`src/wbss_pkg.sv`:
```
// Shared constants and types for the wildcard byte signature scanner.
package wbss_pkg;

    localparam int MAX_PATTERN = 256;
    localparam int IDX_W       = (MAX_PATTERN > 1) ? $clog2(MAX_PATTERN) : 1;
    localparam int LEN_W       = $clog2(MAX_PATTERN + 1);
    localparam int STEP_W      = (IDX_W > 1) ? $clog2(IDX_W) : 1;
    localparam int GROUP       = 16;
    localparam int NUM_GROUPS  = (MAX_PATTERN + GROUP - 1) / GROUP;
    localparam int QUEUE_DEPTH = 4;
    localparam int QPTR_W      = $clog2(QUEUE_DEPTH);

    localparam logic [1:0] MODE_LOAD    = 2'd0;
    localparam logic [1:0] MODE_SCAN    = 2'd1;
    localparam logic [1:0] MODE_RESTART = 2'd2;

    localparam logic [7:0] REG_PATTERN_LENGTH = 8'd0;
    localparam logic [7:0] REG_REGION_BASE    = 8'd1;

    typedef enum logic [1:0] {
        OP_LOAD,
        OP_SCAN,
        OP_RESTART
    } op_kind_t;

    typedef struct packed {
        op_kind_t   kind;
        logic [7:0] idx;
        logic [7:0] value;
        logic       wild;
        logic [7:0] data;
        logic       last;
    } op_t;

    typedef enum logic {
        ST_RUN,
        ST_ALIGN
    } align_state_t;

endpackage

```
`src/wbss_front.sv`:
```
// Input stage: accept words, classify them and drop those that do nothing.
module wbss_front
    import wbss_pkg::*;
(
    input  logic        aclk,
    input  logic        aresetn,
    input  logic        s_tvalid,
    output logic        s_tready,
    input  logic [31:0] s_tdata,   // entry_index, entry_value, entry_wild, data_byte, zero pad
    input  logic [1:0]  s_tuser,   // mode
    input  logic        s_tlast,   // data_last
    output logic        op_valid,
    input  logic        op_ready,
    output op_t         op
);

    logic vld_reg;
    logic vld_next;
    op_t  op_reg;
    op_t  op_next;
    logic keep;
    logic accept;

    assign s_tready = !vld_reg || op_ready;
    assign accept   = s_tvalid && s_tready;
    assign op_valid = vld_reg;
    assign op       = op_reg;

    always_comb begin
        op_next.idx   = s_tdata[7:0];
        op_next.value = s_tdata[15:8];
        op_next.wild  = s_tdata[16];
        op_next.data  = s_tdata[24:17];
        op_next.last  = s_tlast;
        op_next.kind  = OP_SCAN;
        keep          = 1'b0;
        case (s_tuser)
            MODE_LOAD: begin
                op_next.kind = OP_LOAD;
                keep         = 32'(s_tdata[7:0]) < MAX_PATTERN;
            end
            MODE_SCAN: begin
                op_next.kind = OP_SCAN;
                keep         = 1'b1;
            end
            MODE_RESTART: begin
                op_next.kind = OP_RESTART;
                keep         = 1'b1;
            end
            default: begin
                keep = 1'b0;
            end
        endcase
    end

    always_comb begin
        vld_next = vld_reg;
        if (op_ready) begin
            vld_next = 1'b0;
        end
        if (accept) begin
            vld_next = keep;
        end
    end

    always_ff @(posedge aclk) begin
        if (!aresetn) begin
            vld_reg <= 1'b0;
        end else begin
            vld_reg <= vld_next;
        end
    end

    always_ff @(posedge aclk) begin
        if (accept) begin
            op_reg <= op_next;
        end
    end

endmodule

```
`config.mk`:
```
export PLATFORM = sky130hd
export DESIGN_NAME = wbss_front
export DESIGN_NICKNAME = d
export VERILOG_FILES = /design/src/wbss_pkg.sv /design/src/wbss_front.sv
export SDC_FILE = /design/constraint.sdc
export NUM_CORES = 1
export LEC_CHECK = 0
export ABC_CLOCK_PERIOD_IN_PS = 4050
export BUFFER_PORTS_ARGS = -buffer_cell sky130_fd_sc_hd__buf_4
export CORE_MARGIN = 1
export CORE_UTILIZATION = 41
export CTS_CLUSTER_DIAMETER = 120
export DETAILED_ROUTE_END_ITERATION = 8
export GPL_TIMING_DRIVEN = 1
export HOLD_SLACK_MARGIN = 0.12
export MAX_ROUTING_LAYER = met4
export PLACE_DENSITY = 0.81
export SLEW_MARGIN = 20
export SYNTH_ARGS = -nofsm -noshare
export SYNTH_HDL_FRONTEND = slang
export SYNTH_SLANG_ARGS = --single-unit
export TNS_END_PERCENT = 5
```
`constraint.sdc`:
```
create_clock -name aclk -period 4.05 [get_ports aclk]
set_input_delay 1.0125 -clock aclk [delete_from_list [all_inputs] [get_ports aclk]]
set_output_delay 1.0125 -clock aclk [all_outputs]
set_load 0.05 [all_outputs]
```
; ---- Yosys cells after proc, flatten, opt, wreduce, memory -nomap -nowiden
; Index checks and enable logic that the tools add are counted.
[totals]
regBits = 29
inputBits = 39
output_inout_bits = 30
elab_cells = 19
[op_classes]
eq_ne = 2
n_mux = 4
n_reduce_logical = 6
[ops]
columns = operator, n
row1 = 2-bit case mux with 2 select lines, 1
row2 = 1-bit two-way mux, 3
row3 = 3-bit OR reduction, 1
row4 = 2-bit by 1-bit == test with 1-bit output (second input constant), 1
row5 = 2-bit == test (second input constant), 1
row6 = 2-bit zero test, 1
row7 = 2-bit nonzero test, 1
row8 = 1-bit logical AND, 1
row9 = 1-bit zero test, 1
row10 = 1-bit logical OR, 1

; ---- Depth between registers and ports, before layout
; Gate-level depths: netlist (run 1).
[logic_depth]
depth_word = 4
ltp_mapped = 2
ltp_nobuf = 2

; ---- Worst setup path before layout (run 1)
; OpenSTA, ideal clock, no wires.
[synth_timing]
kind = input to register
startpoint = in op_ready
endpoint = reg op_reg (netlist bit op[0]), enable pin
setup_ps = 387
t_arrival_ps = 2277
t_required_ps = 3663
path_slack_ps = 1386
path_stages = 2
n_path_buf = 0
cell_sequence = nand2b_1 -> and2_1
[synth_between]
elab_chain_cells = 2
[synth_lines]
columns = item, line_no
row1 = from (decl), wbss_front.sv:13  ; input logic op_ready,
row2 = 1-bit logical OR, wbss_front.sv:24  ; assign s_tready = !vld_reg || op_ready;
row3 = 1-bit logical AND, wbss_front.sv:25  ; assign accept = s_tvalid && s_tready;
row4 = named net accept, wbss_front.sv:22  ; logic accept;
row5 = to (signal assigned), wbss_front.sv:76  ; op_reg <= op_next;
row6 = to (decl), wbss_front.sv:19  ; op_t op_reg;
; The timed path passes the listed nets, and every way through them passes these cells.
; A chain may end at the register's enable or synchronous reset.

; ---- Worst setup path after layout (run 1)
[layout_timing]
startpoint = in op_ready
endpoint = out s_tready
[layout_between]
elab_chain_cells = 1
[layout_lines]
columns = item, line_no
row1 = 1-bit logical OR, wbss_front.sv:24
row2 = to (decl), wbss_front.sv:8  ; output logic s_tready,
; Every way passes these cells.

==> impl_metrics.ini, run 1 <==
[cells_and_area]
fillers = 138
largest_reg_flops = 28
multi_input_area_sq_um = 42.5
n_antenna_cell = 0
layout_common_cells = buf_4, edfxtp_1, clkbuf_4
layout_commonest_cell = buf_4
synthToLayoutAreaGrowth_pct = 60.5
final_nets = 141
seq_area_sq_um = 861
drive_gt1_share_pct = 67.0

[sta]
skew_ns = 0.00436
rsz0062_at_grt = no
tightest_slew_ns = 0.615
fin_crit_ns = 2.50
drv_slew = 0
final.setup.tns_ns = 0
fmax_mhz = 400
max_slew_margin_pct = 59.0
setup_viol = 0
finalCritPeriodShare_pct = 61.8
hold_viol = 0

[synth]
synth_top_area_share_pct = 92.8
ys_seq_elements = 29
yosysWarnings = 0
synth_cell_type_count = 8
yosysTopAreaCell = edfxtp_1
syn_avg_cell_area_sq_um = 25.9
syn-cell-area_sq_um = 906
synth_fp_nets = 74
synthesis.instances = 35
yosysSeqAreaShare_pct = 95.0
ys_top_cells_by_area = edfxtp_1, dfxtp_1, a21boi_2, a21bo_1, and2b_1

[power]
total_power_uw = 647
combPwrFrac_pct = 18.8
seqPwrFrac_pct = 54.8
ir_worst_vdd_uv = 287
swShare_pct = 26.2
leakage_uw = 0.000626
power.internal_uw = 477
p_per_area_mw_per_mm2 = 445
p_sw_uw = 170
clkPwrFrac_pct = 26.4

[cts]
clkLatencyLatePin_ns = 0.31
cts_buffers = 5
cts_resized = 0
post-cts-setup-buffers = 0
clkTransAtPathRegs_ns = 0.08
clock_path_buffers = 2
cts_tree = yes
cts_sinks = 29
cts-root-buf = clkbuf_4
ctsHoldBuffers = 0
htreeDepth = 2

[routing]
routed_wl_um = 1660
firstDrtPassIters = 2
avgViaCountPerCell = 4.45
dr_total_vias = 578
post_drt_wl_per_cell_um = 12.8
drt_iter0_markers = 7
drc = 0
ant_nets = 0

[place]
port-buffer-count = 61
routabilityCongestion = 0.665

[floorplanning]
start_util_pct = 44.8
die_x_um = 49.0
dieArea_sq_mm = 0.00240
core_sq_mm = 0.00202
io_pins = 69
dieHeight_um = 49.0
row_count = 16

[setup_path]
worst_path_most_repeated_cell = buf_4
critical_path_peak_fanout = 3
critical_path_class = input pin to output pin
cp-start-kind = input pin
worstPathCellList = buf_4, nand2b_1, buf_4
required_ns = 3.04
arrival_ns = 1.49
cp-end-kind = output pin
path_buf_inv = 2
slowest_stage = buf_4
cpPeakStageDelay_ns = 0.20
critPathTopFamily = buffers and inverters

[global_routing]
grt_pass1_vias = 556
grt_pass1_wl_um = 2550
grt_usage_pct = 16.8
grt_overflow = 0
grt_max_degree = 29
antenna_found_initial = 0

[flow_run]
drv_cap = 0

[run_status]
status = completed

[hold_path]
hp-class = register to register
## logic make-up (layout without fill, tap and decap cells)
kind of cell | Yosys count | count (layout) | share of synthesized area (%)
flops | 29 | 29 | 95.0
buf+inv | 1 | 69 | 0.414
compound gates | 2 | 2 | 2.35
simple gates | 3 | 3 | 2.21
## power groups by stage
stage | clock (uW) | combinational (uW) | sequential (uW)
floorplan | 0 | 9.62 | 423
global placement | 0 | 120 | 361
detailed placement | 0 | 122 | 362
CTS | 178 | 122 | 355
global route | 193 | 126 | 356
finish | 171 | 122 | 355
## path summary, 6_finish.rpt
path                            endpoint     start  cells past startpoint  slack (ns)
worst max register to register    op[25]  op_valid                      2        2.68
worst min register to register  op_valid  op_valid                      2        0.55
worst max-delay path            s_tready  op_ready                      3        1.55
worst min-delay path            op_valid  op_valid                      2        0.55
## final cells by class
cell class / instances / share of cell area, %
repair buffers: 61 / 31.5
multi-input cells: 5 / 2.93
well taps: 27 / 2.32
flip-flops and latches: 29 / 59.2
clock buffers: 8 / 4.04
## cells in the mapped netlist
cell,count
dfxtp_1,1
nand2b_1,1
and2b_1,1
a21boi_2,1
edfxtp_1,28
clkbuf_1,1
a21bo_1,1
and2_1,1
## routing by layer
layer  global-route usage [%]  wire (um)  up-vias
met3                     10.9        191        6
met2                     22.7        777       46
met4                     11.8         38        0
li1                         -          -      270
met1                     17.7        656      256
met5                        -          0        -
## worst min-delay path: stages, from the launching register on
cell      delay [ns]
dfxtp_1         0.32
nand2b_1        0.12
a21boi_2        0.06
## through the flow
step | setup slack, ns | hold slack [ns] | area [sq um] | utilization (%) | std cells
after floorplan | 1.39 | 1.09 | 906 | - | 35
after global placement | 1.50 | 0.510 | 1390 | 68.9 | 122
after detailed placement | 1.47 | 0.530 | 1390 | 68.9 | 122
after CTS | 1.54 | 0.550 | 1450 | 71.8 | 130
after global routing | 1.51 | 0.609 | 1450 | 71.9 | 130
final | 1.55 | 0.546 | 1450 | 71.9 | 130
Note: power is estimated with default switching activity, not from simulation.
==> inputs of run 2 (changes only) <==
--- a/config.mk
+++ b/config.mk
@@ -5,16 +5,16 @@
 export SDC_FILE = /design/constraint.sdc
 export NUM_CORES = 1
 export LEC_CHECK = 0
-export ABC_CLOCK_PERIOD_IN_PS = 4050
+export ABC_CLOCK_PERIOD_IN_PS = 2600
 export BUFFER_PORTS_ARGS = -buffer_cell sky130_fd_sc_hd__buf_4
 export CORE_MARGIN = 1
-export CORE_UTILIZATION = 41
+export CORE_UTILIZATION = 38
 export CTS_CLUSTER_DIAMETER = 120
 export DETAILED_ROUTE_END_ITERATION = 8
 export GPL_TIMING_DRIVEN = 1
 export HOLD_SLACK_MARGIN = 0.12
 export MAX_ROUTING_LAYER = met4
-export PLACE_DENSITY = 0.81
+export PLACE_DENSITY = 0.76
 export SLEW_MARGIN = 20
 export SYNTH_ARGS = -nofsm -noshare
 export SYNTH_HDL_FRONTEND = slang
==> constraint.sdc (replaced) <==
create_clock -name aclk -period 2.6 [get_ports aclk]
set_input_delay 0.65 -clock aclk [delete_from_list [all_inputs] [get_ports aclk]]
set_output_delay 0.65 -clock aclk [all_outputs]
set_load 0.05 [all_outputs]
==> run 2 against run 1 <==
- clock power is 42% higher
- combinational power is 57% higher
- total power is 52% higher
- critical endpoint unchanged
- largest cell class unchanged
- highest routed layer unchanged
==> impl_metrics.ini, run 2 (synthesized netlist as in run 1, its figures left out) <==
[sta]
drv_slew = 0
final.setup.tns_ns = 0
finalCritPeriodShare_pct = 68.4
skew_ns = 0.0132
hold_viol = 0
fin_crit_ns = 1.78
rsz0062_at_grt = no
tightest_slew_ns = 0.227
fmax_mhz = 562
max_slew_margin_pct = 84.9
setup_viol = 0

[setup_path]
slowest_stage = buf_4
critical_path_class = input pin to output pin
worst_path_most_repeated_cell = buf_4
cp-start-kind = input pin
path_buf_inv = 2
cp-end-kind = output pin
critPathTopFamily = buffers and inverters
cpPeakStageDelay_ns = 0.21
critical_path_peak_fanout = 3
worstPathCellList = buf_4, nand2b_1, buf_4
arrival_ns = 1.13
required_ns = 1.95

[global_routing]
grt_overflow = 0
grt_usage_pct = 13.8
grt_pass1_wl_um = 2320
grt_max_degree = 19
grt_pass1_vias = 580
antenna_found_initial = 0

[floorplanning]
start_util_pct = 40.6
die_x_um = 50.8
dieArea_sq_mm = 0.00258
dieHeight_um = 50.8
core_sq_mm = 0.00223
row_count = 17
io_pins = 69

[cts]
clkLatencyLatePin_ns = 0.31
cts_buffers = 5
htreeDepth = 2
cts-root-buf = clkbuf_4
clock_path_buffers = 2
post-cts-setup-buffers = 0
cts_tree = yes
cts_sinks = 29
clkTransAtPathRegs_ns = 0.09
ctsHoldBuffers = 0
cts_resized = 0

[routing]
routed_wl_um = 1600
post_drt_wl_per_cell_um = 12.1
drt_iter0_markers = 11
ant_nets = 0
firstDrtPassIters = 4
drc = 0
dr_total_vias = 586
avgViaCountPerCell = 4.41

[cells_and_area]
n_antenna_cell = 0
fillers = 176
drive_gt1_share_pct = 67.6
synthToLayoutAreaGrowth_pct = 61.3
largest_reg_flops = 28
layout_commonest_cell = buf_4
layout_common_cells = buf_4, edfxtp_1, clkbuf_4
final_nets = 143

[hold_path]
hp-class = input pin to register

[flow_run]
drv_cap = 0

[place]
port-buffer-count = 61
place_hpwl_um = 1250
routabilityCongestion = 0.648

[power]
leakage_uw = 0.000635
total_power_uw = 986
ir_worst_vdd_uv = 495
p_per_area_mw_per_mm2 = 675

[run_status]
status = completed
-- run 2: cell count changes in the layout (fill, tap and decap cells not counted) --
cell and delta:
buf_4 +2, and2_2 -1, clkbuf_8 -1, and2_1 +1, clkinv_2 +2, clkbuf_1 -1
-- run 2: layout make-up --
class                      count  area (sq um)  area share, %
sequential                    29           861           58.9
timing repair buffer          63           473           32.4
multi-input combinational      5          41.3           2.83
clock buffer                   6          41.3           2.83
tap                           28          35.0           2.40
clock inverter                 2          10.0          0.685
-- run 2: worst paths after layout --
| kind | from | to | slack, ns | depth (start not counted) |
|---|---|---|---|---|
| max | op_ready | s_tready | 0.82 | 3 |
| min | s_tdata[16] | op[9] | 0.50 | 1 |
| max reg2reg | op_valid | op[14] | 1.42 | 3 |
| min reg2reg | op_valid | op_valid | 0.54 | 2 |
-- run 2: metal layers --
metal  share of wire [%]  global-route usage, %  wire, um  vias up
met5                   0                      -         0        -
met3                  12                   5.65       194        6
met1                  33                   12.4       534      258
met2                  52                   24.0       839       47
li1                    -                      -         -      275
met4                 2.1                   8.33        34        0
-- run 2: stage by stage --
stage	std cells	instance area [sq um]	hold WS [ns]	worst slack, ns	utilization (%)
2_1_floorplan	35	906	0.749	0.298	-
3_3_place_gp	125	1410	0.512	0.831	63.1
3_5_place_dp	125	1410	0.524	0.825	63.1
4_1_cts	133	1460	0.492	0.822	65.4
5_1_grt	133	1460	0.480	0.799	65.4
6_report	133	1460	0.503	0.820	65.4
-- run 2: worst register-to-register path: stages (launching register included) --
cell	delay (ns)
dfxtp_1	0.32
nand2b_1	0.12
and2_1	0.16
buf_4	0.26
-- run 2: power by group --
group          switching, uW  total [uW]  internal [uW]
Combinational            124         192           67.9
Clock                    140         242            103
Sequential              7.07         552            545
