==> src/wbss_pkg.sv <==
// Shared constants and types for the wildcard byte signature scanner.
package wbss_pkg;

    localparam int MAX_PATTERN = 256;
    localparam int IDX_W       = (MAX_PATTERN > 1) ? $clog2(MAX_PATTERN) : 1;
    localparam int LEN_W       = $clog2(MAX_PATTERN + 1);
    localparam int STEP_W      = (IDX_W > 1) ? $clog2(IDX_W) : 1;
    localparam int GROUP       = 16;
    localparam int NUM_GROUPS  = (MAX_PATTERN + GROUP - 1) / GROUP;
    localparam int QUEUE_DEPTH = 4;
    localparam int QPTR_W      = $clog2(QUEUE_DEPTH);

    localparam logic [1:0] MODE_LOAD    = 2'd0;
    localparam logic [1:0] MODE_SCAN    = 2'd1;
    localparam logic [1:0] MODE_RESTART = 2'd2;

    localparam logic [7:0] REG_PATTERN_LENGTH = 8'd0;
    localparam logic [7:0] REG_REGION_BASE    = 8'd1;

    typedef enum logic [1:0] {
        OP_LOAD,
        OP_SCAN,
        OP_RESTART
    } op_kind_t;

    typedef struct packed {
        op_kind_t   kind;
        logic [7:0] idx;
        logic [7:0] value;
        logic       wild;
        logic [7:0] data;
        logic       last;
    } op_t;

    typedef enum logic {
        ST_RUN,
        ST_ALIGN
    } align_state_t;

endpackage

==> src/wbss_fifo.sv <==
// Short queue of classified operations between the input and execution stages.
module wbss_fifo
    import wbss_pkg::*;
(
    input  logic aclk,
    input  logic aresetn,
    input  logic in_valid,
    output logic in_ready,
    input  op_t  in_op,
    output logic out_valid,
    input  logic out_ready,
    output op_t  out_op
);

    op_t               mem_reg [QUEUE_DEPTH];
    logic [QPTR_W-1:0] wr_ptr_reg;
    logic [QPTR_W-1:0] wr_ptr_next;
    logic [QPTR_W-1:0] rd_ptr_reg;
    logic [QPTR_W-1:0] rd_ptr_next;
    logic [QPTR_W:0]   count_reg;
    logic [QPTR_W:0]   count_next;
    logic              push;
    logic              pop;

    assign in_ready  = count_reg != (QPTR_W + 1)'(QUEUE_DEPTH);
    assign out_valid = count_reg != '0;
    assign out_op    = mem_reg[rd_ptr_reg];
    assign push      = in_valid && in_ready;
    assign pop       = out_valid && out_ready;

    always_comb begin
        wr_ptr_next = wr_ptr_reg;
        rd_ptr_next = rd_ptr_reg;
        count_next  = count_reg;
        if (push) begin
            wr_ptr_next = (wr_ptr_reg == QPTR_W'(QUEUE_DEPTH - 1)) ? '0 : wr_ptr_reg + 1'b1;
        end
        if (pop) begin
            rd_ptr_next = (rd_ptr_reg == QPTR_W'(QUEUE_DEPTH - 1)) ? '0 : rd_ptr_reg + 1'b1;
        end
        if (push && !pop) begin
            count_next = count_reg + 1'b1;
        end else if (pop && !push) begin
            count_next = count_reg - 1'b1;
        end
    end

    always_ff @(posedge aclk) begin
        if (!aresetn) begin
            wr_ptr_reg <= '0;
            rd_ptr_reg <= '0;
            count_reg  <= '0;
        end else begin
            wr_ptr_reg <= wr_ptr_next;
            rd_ptr_reg <= rd_ptr_next;
            count_reg  <= count_next;
        end
    end

    always_ff @(posedge aclk) begin
        if (push) begin
            mem_reg[wr_ptr_reg] <= in_op;
        end
    end

endmodule

==> config.mk <==
export PLATFORM = sky130hd
export DESIGN_NAME = wbss_fifo
export DESIGN_NICKNAME = d
export VERILOG_FILES = /design/src/wbss_pkg.sv /design/src/wbss_fifo.sv
export SDC_FILE = /design/constraint.sdc
export NUM_CORES = 1
export LEC_CHECK = 0
export BUFFER_PORTS_ARGS = -buffer_cell sky130_fd_sc_hd__buf_4
export CORE_ASPECT_RATIO = 1.2
export CORE_UTILIZATION = 59
export CTS_BUF_LIST = sky130_fd_sc_hd__clkbuf_8
export DETAILED_ROUTE_END_ITERATION = 6
export PLACE_DENSITY = 0.89
export SETUP_SLACK_MARGIN = 0.4
export SLEW_MARGIN = 40
export SYNTH_ARGS = -nofsm -noshare
export SYNTH_HDL_FRONTEND = slang
export SYNTH_SLANG_ARGS = --single-unit
==> constraint.sdc <==
create_clock -name aclk -period 2.9 [get_ports aclk]
set_input_delay 0.58 -clock aclk [delete_from_list [all_inputs] [get_ports aclk]]
set_output_delay 0.58 -clock aclk [all_outputs]
set_load 0.05 [all_outputs]
[Yosys cells after proc, flatten, opt, wreduce, memory -nomap -nowiden]
Memories as Yosys holds them, arrays and structs flattened. A register that Yosys moved wholly into a read port is not among the register bits.
Cells that the tools add are included.
Word-level totals
  latch bits: 0
  bits in read-only memories: 0
  memories: 1
  word-level logic and storage cells: 27
  input port bits: 32
  RAM bits: 112
  register bits after elaboration: 7
Operators by class
  mux-type cells: 8
  shift-type cells: 0
  eq/ne operators: 3
  divide/modulo/power cells: 0
  add/sub/neg operators: 4
  bitwise operators: 0
  reductions and logical operators: 8
  order comparisons: 0
  $mul: 0
Memories
  mem_reg: words 4, bits a word 28, rd ports 1, clocked after memory_dff 1, wr ports 1, line wbss_fifo.sv:15  | op_t mem_reg [QUEUE_DEPTH];
Operator list (number)
  $mux 2: 4
  $mux 3: 2
  $add 2x1->2 const B: 2
  $eq 2x2->1 const B: 2
  $logic_and 1x1->1: 4
  $add 3x1->3 const B: 1
  $ne 3x3->1 const B: 1
  $reduce_bool 3->1: 1
  $sub 3x1->3 const B: 1
  $logic_not 1->1: 2
  $mux 1: 2
  $reduce_bool 2->1: 1

[Longest topological paths before layout]
Gate-level depths: netlist (run 1).
  depth after elaboration: 6
  depth in mapped cells: 9
  depth with buffers taken out: 8

[Worst setup path before layout (run 1)]
Ideal clock, no wire load.
  path kind: register -> register
  start point: register count_reg[0]
  end point: register count_reg[2]
  arrival time: 2.155 ns
  data required time: 2.824 ns
  cell stages (with the launch flop): 10
  setup slack: 0.669 ns
  cells stage by stage: dfxtp_1 -> or3b_1 -> buf_6 -> and2_4 -> ha_1 -> inv_1 -> fa_1 -> xor2_1 -> or3_2 -> a21boi_0
On the way
  longest elaborated chain between the ends: 5
Ends and longest elaborated chain
  from (decl): line wbss_fifo.sv:20  | logic [QPTR_W:0] count_reg;
  from (signal assigned): line wbss_fifo.sv:56  | count_reg <= count_next;
  $ne 3x3->1 (*): line wbss_fifo.sv:25  | assign in_ready = count_reg != (QPTR_W + 1)'(QUEUE_DEPTH);
  via in_ready: line wbss_fifo.sv:8  | output logic in_ready,
  $logic_and 1x1->1 (*): line wbss_fifo.sv:28  | assign push = in_valid && in_ready;
  via push: line wbss_fifo.sv:22  | logic push;
  $logic_not 1->1: line wbss_fifo.sv:43  | end else if (pop && !push) begin
  $logic_and 1x1->1: line wbss_fifo.sv:43
  $reduce_bool 2->1 (no line)
The timed path passes the listed nets; every way through them passes the cells marked *. The select of a mux whose other input is x is not followed.
A chain may end at the register's enable or synchronous reset.

==> flow_summary.yaml, run 1 <==
critical_path:
  crit_slowest_cell: "mux4_2"
  r2r_end: "count_reg[2]$_SDFFE_PN0P_"
  reg2reg_depth: 8
  cp.required_ns: 2.32
  cp-start-kind: "flop"
  worstPathArrival_ns: 1.76
  cp_max_fo: 28
  r2r_setup_slack_ns: 0.61
  cp_cell_sequence: "buf_12 > mux4_2 > buf_4"
  endpoint_kind: "primary output"
  cpPeakStageDelay_ns: 0.55
  r2r-start: "count_reg[1]$_SDFFE_PN0P_"
  crit_type: "reg2out"
grt:
  antenna_found_initial: 0
  grt_usage: 0.203
  met2_usage: 0.336
  grt_pass1_vias: 2205
  overflow: 0
  busiest_layer: "met2"
  grt_max_degree: 29
  grt_pass1_wl_mm: 11.0
  grt_use_met3: 0.0701
  grt_use_met1: 0.229
synthesis:
  synthesis.area_um2: 4520
  synthCells: 197
  ys_top_cells_by_area: "edfxtp_1 (74%), mux4_2 (14%), dfxtp_1 (4.0%)"
  synth_enable_flop_cells: 112
  ys_async_sr_fraction: 0
  synthDominantCellAreaShare: 0.744
  ys_warn_count: 0
  synth-seq-cells: 121
  synth_commonest_cells: "edfxtp_1 (112), mux4_2 (28), dfxtp_1 (9)"
  synthFlopType: "edfxtp_1"
  ys_types: 27
  post-synth-top-count-cell: "edfxtp_1"
  syn-num-nets: 236
  synth.avg_cell_area_um2: 23.0
  synth.yosys.seq_area_share: 0.784
  yosys.area.top_type: "edfxtp_1"
clocking:
  path_clk_slew_ns: 0.07
  hold_buffers: 0
  clockRootBuffer: "clkbuf_8"
  cts_made_buffers: 17
  h-tree-depth: 4
  cts_buffer_depth: 2
  clk_latency_ns: 0.40
  cts_tree: "yes"
  cts.sink_count: 121
detailed_routing:
  vias: 2106
  via_per_inst: 5.66
  ant_nets: 0
  drt_first_iter_violations: 47
  drtPass1Iterations: 4
  wl_per_cell_um: 19.3
  route.detailed.drc: 0
  wirelength_mm: 7.18
worst_hold_path:
  min_path_cells: 1
  hold_path.class: "in2reg"
  min-delay-start: "in_op[8]"
  hold_end: "mem_reg[3][8]$_DFFE_PP_"
timing:
  finalCriticalPeriod_ns: 2.34
  drv_slew: 0
  hold_violations: 0
  tightest_slew_ns: 0.769
  relSlewSlack: 0.488
  skew_ns: 0.00733
  fin_setup_tns_ns: 0
  period_share: 0.807
  finalSetupViolCount: 0
  rsz0062_at_grt: "no"
  clock.fmax_mhz: 427
finish:
  fillers: 417
  fin_nets: 310
  drive_gt1_frac: 0.454
  diodes: 0
  fin_cells: 372
  syn2layout_area_growth_pct: 20.7
  largest_register_ffs: 112
placement:
  place_inst: 342
  dp_hpwl_mm: 4.24
  portBuffers: 61
  place_congestion: 0.722
die:
  coreArea_um2: 7320
  dieArea_um2: 8020
  die_x_um: 81.9
  die_h_um: 97.9
  io_pins: 62
  core.rowCount: 34
  start_util: 0.618
outcome:
  status: "finished clean"
pwr:
  p_per_area_nw_per_um2: 977
  worst_ir_drop_vdd_mv: 0.941
  p_leak_nw: 1.90
job:
  drv_cap: 0
==> through the flow <==
step	utilization	hold WS, ns	setup WS, ns	total power, mW	area, um^2
after floorplan	-	0.468	0.669	3.49	4520
after CTS	0.744	0.341	0.501	5.36	5450
after detailed placement	0.693	0.494	0.369	3.97	5070
final	0.746	0.369	0.559	5.33	5460
after global placement	0.693	0.493	0.590	3.92	5070
after global routing	0.746	0.336	0.418	5.55	5460
==> layout by cell type (no fill, tap or decap), drive strengths merged, types with 3 or more instances in the layout <==
cell / n
mux4: 28
edfxtp: 112
o21ai: 4
clkinv: 8
and3: 4
dfxtp: 9
bufinv: 3
ha: 6
clkbuf: 17
inv: 4
nand2: 5
buf: 63
==> logic make-up (layout without fill, tap and decap cells) <==
kind of cell / count (synthesis) / after routing / share of synthesized area
buffers and inverters: 11 / 96 / 0.0138
XOR/XNOR: 2 / 2 / 0.00387
flip-flops: 121 / 121 / 0.784
AND/OR/NAND/NOR: 20 / 20 / 0.0260
AO/OA/AOI/OAI: 6 / 6 / 0.00775
multiplexers: 30 / 30 / 0.144
adder cells (fa/ha/maj): 7 / 7 / 0.0210
==> layout make-up <==
class	count	area (um^2)	area share
Timing Repair Buffer	63	485	0.0889
Clock inverter	13	138	0.0252
Tap cell	90	113	0.0206
Multi-Input combinational cell	65	932	0.171
Sequential cell	121	3550	0.650
Inverter	3	11.3	0.00206
Clock buffer	17	234	0.0429
==> metal layers <==
layer  share of wire  up-vias
met1            0.39     1066
li1                -      960
met4           0.017        0
met5               0        -
met3           0.052       10
met2            0.55       70
==> critical path: cells and delay by family, from the launching register on <==
kind     cells  cell delay [ns]
buf+inv      2             0.45
flops        1             0.34
mux          1             0.55
==> how the worst max path moves through the flow <==
stage,endpoint,slack [ns],depth (start not counted)
after floorplan,count_reg[2]$_SDFFE_PN0P_,0.67,9
after global placement,count_reg[2]$_SDFFE_PN0P_,0.59,8
after detailed placement,count_reg[2]$_SDFFE_PN0P_,0.37,7
after CTS,out_op[17],0.50,3
after global routing,count_reg[2]$_SDFFE_PN0P_,0.42,8
final,out_op[14],0.56,3
==> power breakdown <==
group | total (mW) | switching (mW) | leakage [nW] | internal [mW]
Clock | 1.40 | 0.579 | 0.194 | 0.818
Combinational | 1.72 | 1.09 | 0.600 | 0.633
Sequential | 2.22 | 0.0864 | 1.10 | 2.13
==> what timing repair did <==
action                     4_1_cts  5_1_grt
gates resized for setup          1        3
setup buffers                    0        0
setup endpoints to repair        1        1
Power figures use the tool's default switching activity.
==> run 2, diff against run 1 <==
--- a/config.mk
+++ b/config.mk
@@ -5,12 +5,13 @@
 export SDC_FILE = /design/constraint.sdc
 export NUM_CORES = 1
 export LEC_CHECK = 0
+export ABC_AREA = 1
 export BUFFER_PORTS_ARGS = -buffer_cell sky130_fd_sc_hd__buf_4
 export CORE_ASPECT_RATIO = 1.2
 export CORE_UTILIZATION = 59
 export CTS_BUF_LIST = sky130_fd_sc_hd__clkbuf_8
 export DETAILED_ROUTE_END_ITERATION = 6
-export PLACE_DENSITY = 0.89
+export PLACE_DENSITY = 0.88
 export SETUP_SLACK_MARGIN = 0.4
 export SLEW_MARGIN = 40
 export SYNTH_ARGS = -nofsm -noshare
==> constraint.sdc (replaced) <==
create_clock -name aclk -period 2.3 [get_ports aclk]
set_input_delay 0.46 -clock aclk [delete_from_list [all_inputs] [get_ports aclk]]
set_output_delay 0.46 -clock aclk [all_outputs]
set_load 0.05 [all_outputs]
==> flow_summary.yaml, run 2 <==
outcome:
  status: "finished clean"
critical_path:
  cp_max_fo: 30
  reg2reg_depth: 9
  cp.required_ns: 1.84
  crit_type: "reg2out"
  endpoint_kind: "primary output"
  critical_path.top_delay_family: "flip-flops"
  worstSetupPathDepth: 4
  crit_slowest_cell: "dfxtp_4"
  worstPathArrival_ns: 1.56
  cpPeakStageDelay_ns: 0.42
  cp_cell_sequence: "buf_12 > o21ai_0 > o22ai_2 > buf_6"
  crit_buf_inv: 2
  cp-start-kind: "flop"
detailed_routing:
  highest_layer: "met4"
  drt_first_iter_violations: 211
  wl_met3_um: 472
  vias: 3049
  ant_nets: 0
  wl_met2_mm: 4.93
  m1WireLength_mm: 3.74
  wl_per_cell_um: 17.8
  route.detailed.drc: 0
  drtPass1Iterations: 4
  via_per_inst: 5.79
  wirelength_mm: 9.41
timing:
  drv_slew: 0
  hold_ws_ns: 0.222
  rsz0062_at_grt: "yes"
  finalSetupViolCount: 0
  skew_ns: 0.00477
  relSlewSlack: 0.760
  hold_violations: 0
  finalCriticalPeriod_ns: 2.02
  period_share: 0.880
  fin_setup_tns_ns: 0
  tightest_slew_ns: 0.359
  clock.fmax_mhz: 494
die:
  io_pins: 62
  coreArea_um2: 7660
  dieArea_um2: 8230
  core.rowCount: 35
  die_x_um: 83.0
  start_util: 0.606
  die_h_um: 99.2
synthesis:
  synthCells: 341
  synthFlopType: "edfxtp_1"
  ys_types: 20
  synthDominantCellAreaShare: 0.724
  synth.avg_cell_area_um2: 13.6
  synth-seq-cells: 121
  synth_enable_flop_cells: 112
  synthesis.area_um2: 4640
  synth.yosys.seq_area_share: 0.763
  ys_async_sr_fraction: 0
  ys_warn_count: 0
  post-synth-top-count-cell: "edfxtp_1"
  syn-num-nets: 380
  ys_top_cells_by_area: "edfxtp_1 (72%), nor2_1 (5.9%), o21ai_0 (4.6%)"
  synth_commonest_cells: "edfxtp_1 (112), nor2_1 (73), o21ai_0 (43)"
  yosys.area.top_type: "edfxtp_1"
finish:
  fillers: 403
  diodes: 0
  final_cell_mix: "edfxtp_1 (112), nor2_1 (67), buf_4 (40)"
  syn2layout_area_growth_pct: 32.7
  largest_register_ffs: 112
  fin_nets: 461
  final_common_cell: "edfxtp_1"
  drive_gt1_frac: 0.370
clocking:
  h-tree-depth: 4
  clk_latency_ns: 0.43
  clockRootBuffer: "clkbuf_8"
  cts.sink_count: 121
  cts_buffer_depth: 2
  cts_tree: "yes"
  cts_made_buffers: 17
  path_clk_slew_ns: 0.07
pwr:
  p_clk_frac: 0.224
  power.switching_mw: 3.33
  worst_ir_drop_vdd_mv: 1.06
  p_leak_nw: 2.27
  netSwitchingFraction: 0.401
  p_per_area_nw_per_um2: 1350
  comb_power_share: 0.435
  internal-power_mw: 4.97
  pwr-share-seq: 0.341
worst_hold_path:
  min_path_cells: 1
  hold_path.class: "in2reg"
job:
  drv_cap: 0
grt:
  grt_usage: 0.246
  antenna_found_initial: 0
  overflow: 0
  grt_pass1_vias: 3121
  grt_max_degree: 31
  grt_pass1_wl_mm: 14.8
placement:
  portBuffers: 61
  dp_hpwl_mm: 5.66
  place_congestion: 0.748
[run 2: cell types whose count changed in the layout (fill, tap and decap cells not counted), sizes merged, moves of 2 or more]
cell / delta
a21oi: +2
clkinvlp: +4
nand2: +10
or3: -2
nor2: +71
and3: -4
o22ai: +28
o21ai: +54
and2: -2
mux2i: -2
mux4: -28
clkinv: -4
inv: +18
buf: +15
[run 2: kinds of logic (layout without fill, tap and decap cells)]
family | after synthesis | count (layout) | share of synthesized area
DFF | 121 | 121 | 0.763
and+or+nand+nor | 91 | 91 | 0.0752
AOI/OAI and AO/OA | 88 | 88 | 0.102
buffers and inverters | 34 | 128 | 0.0388
adders and majority gates | 7 | 7 | 0.0205
[run 2: per-layer routing]
metal / up-vias / GRT usage
met2: 119 / 0.413
met3: 26 / 0.0730
met1: 1492 / 0.280
met5: - / 0
li1: 1412 / -
met4: 0 / 0.150
[run 2: area by class of cell]
cell class,count,area [um^2],area share
timing repair buffer,78,810,0.131
sequential,121,3560,0.577
inverter,17,76.3,0.0124
multi-input combinational,186,1190,0.193
timing repair inverter,1,11.3,0.00183
tap,92,115,0.0187
clock buffer,17,234,0.0380
clock inverter,15,168,0.0272
[run 2: power groups by stage]
stage          clock network [mW]  logic (mW)  registers, mW
6_report                     1.86        3.61           2.83
3_5_place_dp                    0        3.16           2.83
5_1_grt                      1.98        3.81           2.85
4_1_cts                      1.88        3.57           2.82
2_1_floorplan                   0        2.31           2.81
3_3_place_gp                    0        3.08           2.82
[run 2: timing repair]
action | in CTS | in global routing
gates cloned | 2 | 0
gates resized for setup | 65 | 14
hold endpoints to repair | 0 | 0
setup endpoints to repair | 29 | 30
hold buffers | 0 | 0
buffers inserted | 4 | 0
pin swaps | 0 | 1
[run 2: metrics by stage]
step	area, um^2	util	instances	total power [mW]	worst slack [ns]
floorplan	4870	-	341	5.12	0.380
global placement	5470	0.714	489	5.90	0.442
detailed placement	5470	0.714	489	5.99	0.392
CTS	6130	0.800	527	8.27	0.266
global route	6160	0.804	527	8.64	0.207
finish	6160	0.804	527	8.31	0.277
[run 2: final timing paths]
kind	from	slack, ns	endpoint
max reg2reg	count_reg[0]$_SDFFE_PN0P_	0.53	count_reg[1]$_SDFFE_PN0P_
max	flop	0.28	out_op[5]
min	in_op[25]	0.22	mem_reg[3][25]$_DFFE_PP_
min reg2reg	count_reg[0]$_SDFFE_PN0P_	0.53	count_reg[0]$_SDFFE_PN0P_
